<file path="config.mk">
export PLATFORM = sky130hd
export DESIGN_NAME = mxa_sat_sum
export DESIGN_NICKNAME = d
export VERILOG_FILES = /design/src/hdl/mxa_pkg.sv /design/src/hdl/mxa_sat_sum.sv
export SDC_FILE = /design/constraint.sdc
export NUM_CORES = 2
export LEC_CHECK = 0
export ABC_AREA = 1
export BUFFER_PORTS_ARGS = -buffer_cell sky130_fd_sc_hd__buf_2
export CELL_PAD_IN_SITES_DETAIL_PLACEMENT = 0
export CELL_PAD_IN_SITES_GLOBAL_PLACEMENT = 1
export CORE_AREA = 2 2 509 511
export DETAILED_ROUTE_END_ITERATION = 8
export DIE_AREA = 0 0 511 513
export PLACE_DENSITY_LB_ADDON = 0.08
export SLEW_MARGIN = 20
export SYNTH_ARGS = -nofsm -noshare
export SYNTH_HDL_FRONTEND = slang
export SYNTH_SLANG_ARGS = --single-unit
</file>
<file path="constraint.sdc">
create_clock -name vclk -period 9.3
set_clock_uncertainty 0.05 [all_clocks]
set_input_delay 1.395 -clock vclk [all_inputs]
set_output_delay 1.395 -clock vclk [all_outputs]
set_load 0.03 [all_outputs]
</file>
<file path="src/hdl/mxa_pkg.sv">
// mxa_pkg: shared types, widths and saturation helper for the 4x4 matrix row ALU.
// No dependencies; compiled first.
package mxa_pkg;

    localparam int ELEM_W        = 32;
    localparam int LANES         = 4;
    localparam int ROW_W         = 2;
    localparam int FRAC_BITS_DEF = 16;
    localparam int PROD_W        = 2 * ELEM_W;
    localparam int SUM_W         = PROD_W + 2;   // four products summed exactly
    localparam int LIN_W         = ELEM_W + 2;   // add/sub result, with headroom

    typedef enum logic [2:0] {
        OP_LOAD_ROW = 3'd0,
        OP_MULTIPLY = 3'd1,
        OP_ADD_ROW  = 3'd2,
        OP_SUB_ROW  = 3'd3,
        OP_SCALE    = 3'd4,
        OP_BIAS_ADD = 3'd5,
        OP_BIAS_SUB = 3'd6,
        OP_READ_COL = 3'd7
    } t_opcode;

    typedef struct packed {
        t_opcode                    opcode;
        logic [ROW_W-1:0]           row_index;
        logic signed [ELEM_W-1:0]   elem0;
        logic signed [ELEM_W-1:0]   elem1;
        logic signed [ELEM_W-1:0]   elem2;
        logic signed [ELEM_W-1:0]   elem3;
        logic signed [ELEM_W-1:0]   scalar;
    } t_in_beat;

    typedef struct packed {
        logic signed [ELEM_W-1:0]   out0;
        logic signed [ELEM_W-1:0]   out1;
        logic signed [ELEM_W-1:0]   out2;
        logic signed [ELEM_W-1:0]   out3;
        logic [ROW_W-1:0]           out_row;
        logic                       saturated;
    } t_out_beat;

    // control that travels with the product stage
    typedef struct packed {
        t_opcode                    op;
        logic [ROW_W-1:0]           row;
    } t_stage_ctrl;

    // clip a wide signed value to the element range; bit ELEM_W is the clip flag
    function automatic logic [ELEM_W:0] sat_elem(input logic signed [SUM_W-1:0] v);
        logic [SUM_W-ELEM_W:0] hi;
        logic                  fits;
        logic [ELEM_W-1:0]     res;
        hi   = v[SUM_W-1:ELEM_W-1];
        fits = (&hi) | ~(|hi);
        if (fits) begin
            res = v[ELEM_W-1:0];
        end else if (v[SUM_W-1]) begin
            res = {1'b1, {(ELEM_W-1){1'b0}}};
        end else begin
            res = {1'b0, {(ELEM_W-1){1'b1}}};
        end
        return {~fits, res};
    endfunction

endpackage

</file>
<file path="src/hdl/mxa_sat_sum.sv">
// mxa_sat_sum: final stage math - column sums of products, fixed-point shift,
// saturation and result select. Depends on mxa_pkg.
module mxa_sat_sum #(
    parameter int FRAC_BITS = mxa_pkg::FRAC_BITS_DEF
) (
    input  mxa_pkg::t_stage_ctrl                    i_ctrl,
    input  logic signed [mxa_pkg::PROD_W-1:0]       i_prod [mxa_pkg::LANES][mxa_pkg::LANES],
    input  logic signed [mxa_pkg::LIN_W-1:0]        i_lin  [mxa_pkg::LANES],
    output mxa_pkg::t_out_beat                      o_beat
);
    import mxa_pkg::*;

    logic signed [SUM_W-1:0]  s_sum  [LANES];
    logic signed [SUM_W-1:0]  s_val  [LANES];
    logic [ELEM_W:0]          s_clip [LANES];
    logic                     s_use_prod;

    // multiply and scale both land here; scale uses only the diagonal products
    assign s_use_prod = (i_ctrl.op == OP_MULTIPLY) || (i_ctrl.op == OP_SCALE);

    always_comb begin
        for (int j = 0; j < LANES; j++) begin
            s_sum[j] = SUM_W'(i_prod[0][j]) + SUM_W'(i_prod[1][j])
                     + SUM_W'(i_prod[2][j]) + SUM_W'(i_prod[3][j]);
            // arithmetic shift == floor division by 2^FRAC_BITS
            s_val[j]  = s_use_prod ? (s_sum[j] >>> FRAC_BITS) : SUM_W'(i_lin[j]);
            s_clip[j] = sat_elem(s_val[j]);
        end
    end

    always_comb begin
        o_beat.out0      = s_clip[0][ELEM_W-1:0];
        o_beat.out1      = s_clip[1][ELEM_W-1:0];
        o_beat.out2      = s_clip[2][ELEM_W-1:0];
        o_beat.out3      = s_clip[3][ELEM_W-1:0];
        o_beat.out_row   = i_ctrl.row;
        o_beat.saturated = s_clip[0][ELEM_W] | s_clip[1][ELEM_W]
                         | s_clip[2][ELEM_W] | s_clip[3][ELEM_W];
    end
endmodule

</file>
=== After elaboration in Yosys (flattened, before gate mapping) ===
Index checks and enable logic that the tools add are counted.

* Register bits after elaboration: 0

* $add $sub $neg: 12
* Equal/unequal tests: 2
* Multiplexer cells: 12
* Bitwise logic cells: 15
* Reductions and logical operators: 9

{| class="wikitable"
|+ Operators by type and width
! kind !! number
|-
| 65-bit by 64-bit adder with 66-bit output || 4
|-
| 66-bit by 64-bit adder with 66-bit output || 4
|-
| 66-bit 2-to-1 mux || 4
|-
| 64-bit by 64-bit adder with 65-bit output || 4
|-
| 32-bit 2-to-1 mux || 8
|-
| 35-bit AND reduction || 4
|-
| 35-bit OR reduction || 4
|-
| 1-bit NOT || 8
|-
| 1-bit OR || 7
|-
| 3-bit by 1-bit equality test with 1-bit output, second input constant || 1
|-
| 3-bit equality test, second input constant || 1
|-
| 1-bit logical OR || 1
|}

=== Logic depth before layout (Yosys ltp) ===
* Word-level depth: 11
* Mapped depth: 29

=== Worst setup path before layout ===
Ideal clock, no wire load.

* Path type: input-to-output
* Start: in i_prod[34] (netlist bit)
* End: out o_beat[20] (netlist bit)
* Arrival time: 4976 ps
* Setup slack: 2879 ps
* Stages: 21
* Path buffers: 1
* Cells stage by stage: inv_1 fa_1 fa_1 inv_1 ha_1 a21oi_1 o21ai_1 a21oi_1 nand2_1 a21oi_1 nand2_1 nand2_1 nand2_1 xor2_1 o21ai_1 clkinv_1 nand2_2 buf_4 nand3_1 nand2_1 inv_1

{| class="wikitable"
|+ RTL lines
! what !! RTL line !! text
|-
| from (decl) || mxa_sat_sum.sv:7 || <nowiki>input logic signed [mxa_pkg::PROD_W-1:0] i_prod [mxa_pkg::LANES][mxa_pkg::LANES],</nowiki>
|-
| to (decl) || mxa_sat_sum.sv:9 || <nowiki>output mxa_pkg::t_out_beat o_beat</nowiki>
|}

==> results.sh <==
export IMPL_status="completed"
export IMPL_maxCapViolations=0
export IMPL_syn_nets=9146
export IMPL_rsz0062_at_grt="no"
export IMPL_hpwl_um=226000
export IMPL_setup_tns_ns=0
export IMPL_placed_cells=11800
export IMPL_synth_commonest_cells="2421 x nand2_1, 2230 x inv_1, 512 x fa_1, 499 x nor2_1, 320 x a21oi_1"
export IMPL_portBuffers=1292
export IMPL_syn_inst=7217
export IMPL_syn_mean_instance_area_um2=5.54
export IMPL_drt_iter0_markers=1992
export IMPL_finalWirelength_um=240000
export IMPL_die_h_um=513
export IMPL_io_pins=1296
export IMPL_cp_end_kind="output pin"
export IMPL_worst_ep_required_time_ns=7.86
export IMPL_nFillCells=30600
export IMPL_core_area_um2=256000
export IMPL_design_seq_count=0
export IMPL_netlist_area_um2=40000
export IMPL_min_path_type="in2out"
export IMPL_drc=0
export IMPL_critPathLaunchType="primary input"
export IMPL_grt_ovfl_total=0
export IMPL_worstPathMaxFanout=19
export IMPL_antenna_found_initial=71
export IMPL_slew_headroom_pct=27.2
export IMPL_num_rows=186
export IMPL_fmax_ghz=0.122
export IMPL_die_area_um2=262000
export IMPL_whs_ns=2.74
export IMPL_tightestPinTransition_ns=1.08
export IMPL_fin_crit_ns=8.18
export IMPL_dieWidth_um=511
export IMPL_synth_yosys_seq_area_share_pct=0
export IMPL_yosys_warnings=0
export IMPL_grt_pass1_wl_um=342000
export IMPL_synth_cell_types=47
export IMPL_grt_pass1_vias=48800
export IMPL_nClkBuffers=0
export IMPL_drt_antenna_violating_nets=0
export IMPL_hold_viol_final=0
export IMPL_cp_data_arrival_time_ns=6.73
export IMPL_fin_crit_sh_pct=87.9
export IMPL_fin_nets=10400
export IMPL_post_drt_wl_per_cell_um=20.2
export IMPL_final_cells=11800
export IMPL_cts_resized_gates=0
export IMPL_final_seq_area_um2=0
export IMPL_syn_to_final_growth_pct=26.1
export IMPL_post_cts_repair_setup_buffers=0
export IMPL_vias=45700
export IMPL_maxSlewViolCount=0
export IMPL_grtUsageTotal_pct=17.7
export IMPL_critPathKind="in2out"
export IMPL_synth_area_leaders="fa_1 26%, nand2_1 23%, inv_1 21%, ha_1 7.9%, nor2_1 4.7%"
export IMPL_yosysTopAreaCell="fa_1"
export IMPL_synth_most_common_cell="nand2_1"
export IMPL_dr_pass1_iters=7
export IMPL_setup_violations=0
export IMPL_synth_top_area_share_pct=25.6
export IMPL_vias_per_cell=3.86
export IMPL_grt_max_degree=83
export IMPL_final_layout_size_suffix_gt1_share_pct=17.4
export IMPL_gp_congestion=0.909
export IMPL_hold_buffers=0
export IMPL_floorplan_initialDensity_pct=15.6
[cells by family after synthesis]
| kind of cell | share of synthesized area [%] |
|---|---|
| buffers and inverters | 22.4 |
| AND/OR/NAND/NOR | 35.0 |
| AO/OA/AOI/OAI | 8.16 |
| adder cells (fa/ha/maj) | 33.5 |
| XOR/XNOR | 0.919 |
[layout make-up]
class / count / area (um^2) / area share [%]
diodes: 10 / 25.0 / 0.0496
inverters: 2281 / 8570 / 17.0
multi-input cells: 4867 / 31100 / 61.6
well taps: 3384 / 4230 / 8.39
repair buffers: 1304 / 6560 / 13.0
[cell usage in the layout (no fill, tap or decap), drive strengths merged, types with 23 or more instances in the layout]
master	n
nand2	2438
inv	2276
buf	1304
nor2	536
fa	512
a21oi	320
nand3	303
ha	252
o21ai	200
nor3	59
o21bai	39
or2	37
a31oi	29
xor2	28
nand4	25
nand3b	23
[worst max-delay path, stage by stage]
cell and delay (ns):
buf_2 0.07, inv_1 0.04, fa_1 0.47, fa_1 0.57
inv_1 0.06, ha_1 0.40, nand2_1 0.17, inv_1 0.05
a21oi_1 0.29, nand2_1 0.19, a21oi_1 0.14, nand2_1 0.25
nand2_1 0.28, nand2_1 0.13, nand2_1 0.10, nand2_1 0.08
xor2_1 0.18, o21ai_1 0.43, clkinv_1 0.16, nand2_2 0.38
buf_4 0.34, nand2_1 0.08, nor2_1 0.13, nand2_1 0.10
buf_2 0.19
[final timing paths]
| check | start | depth (start not counted) | to | slack [ns] |
|---|---|---|---|---|
| worst min-delay path | i_ctrl[1] | 0 | o_beat[2] | 2.74 |
| worst max-delay path | i_prod[22] | 25 | o_beat[0] | 1.12 |
[through the flow]
step	setup WS (ns)	utilization [%]	cell area, um^2
finish	1.12	19.7	50400
global route	0.811	19.7	50400
CTS	1.02	19.7	50400
detailed placement	1.03	19.7	50400
global placement	0.984	19.7	50400
floorplan	2.88	-	40000
[routing by layer]
metal	track usage (%)	wire [um]	up-vias
li1	-	-	23300
met1	21.8	104000	21200
met2	33.7	124000	1027
met3	2.46	10100	148
met4	1.03	2090	52
met5	0	343	-
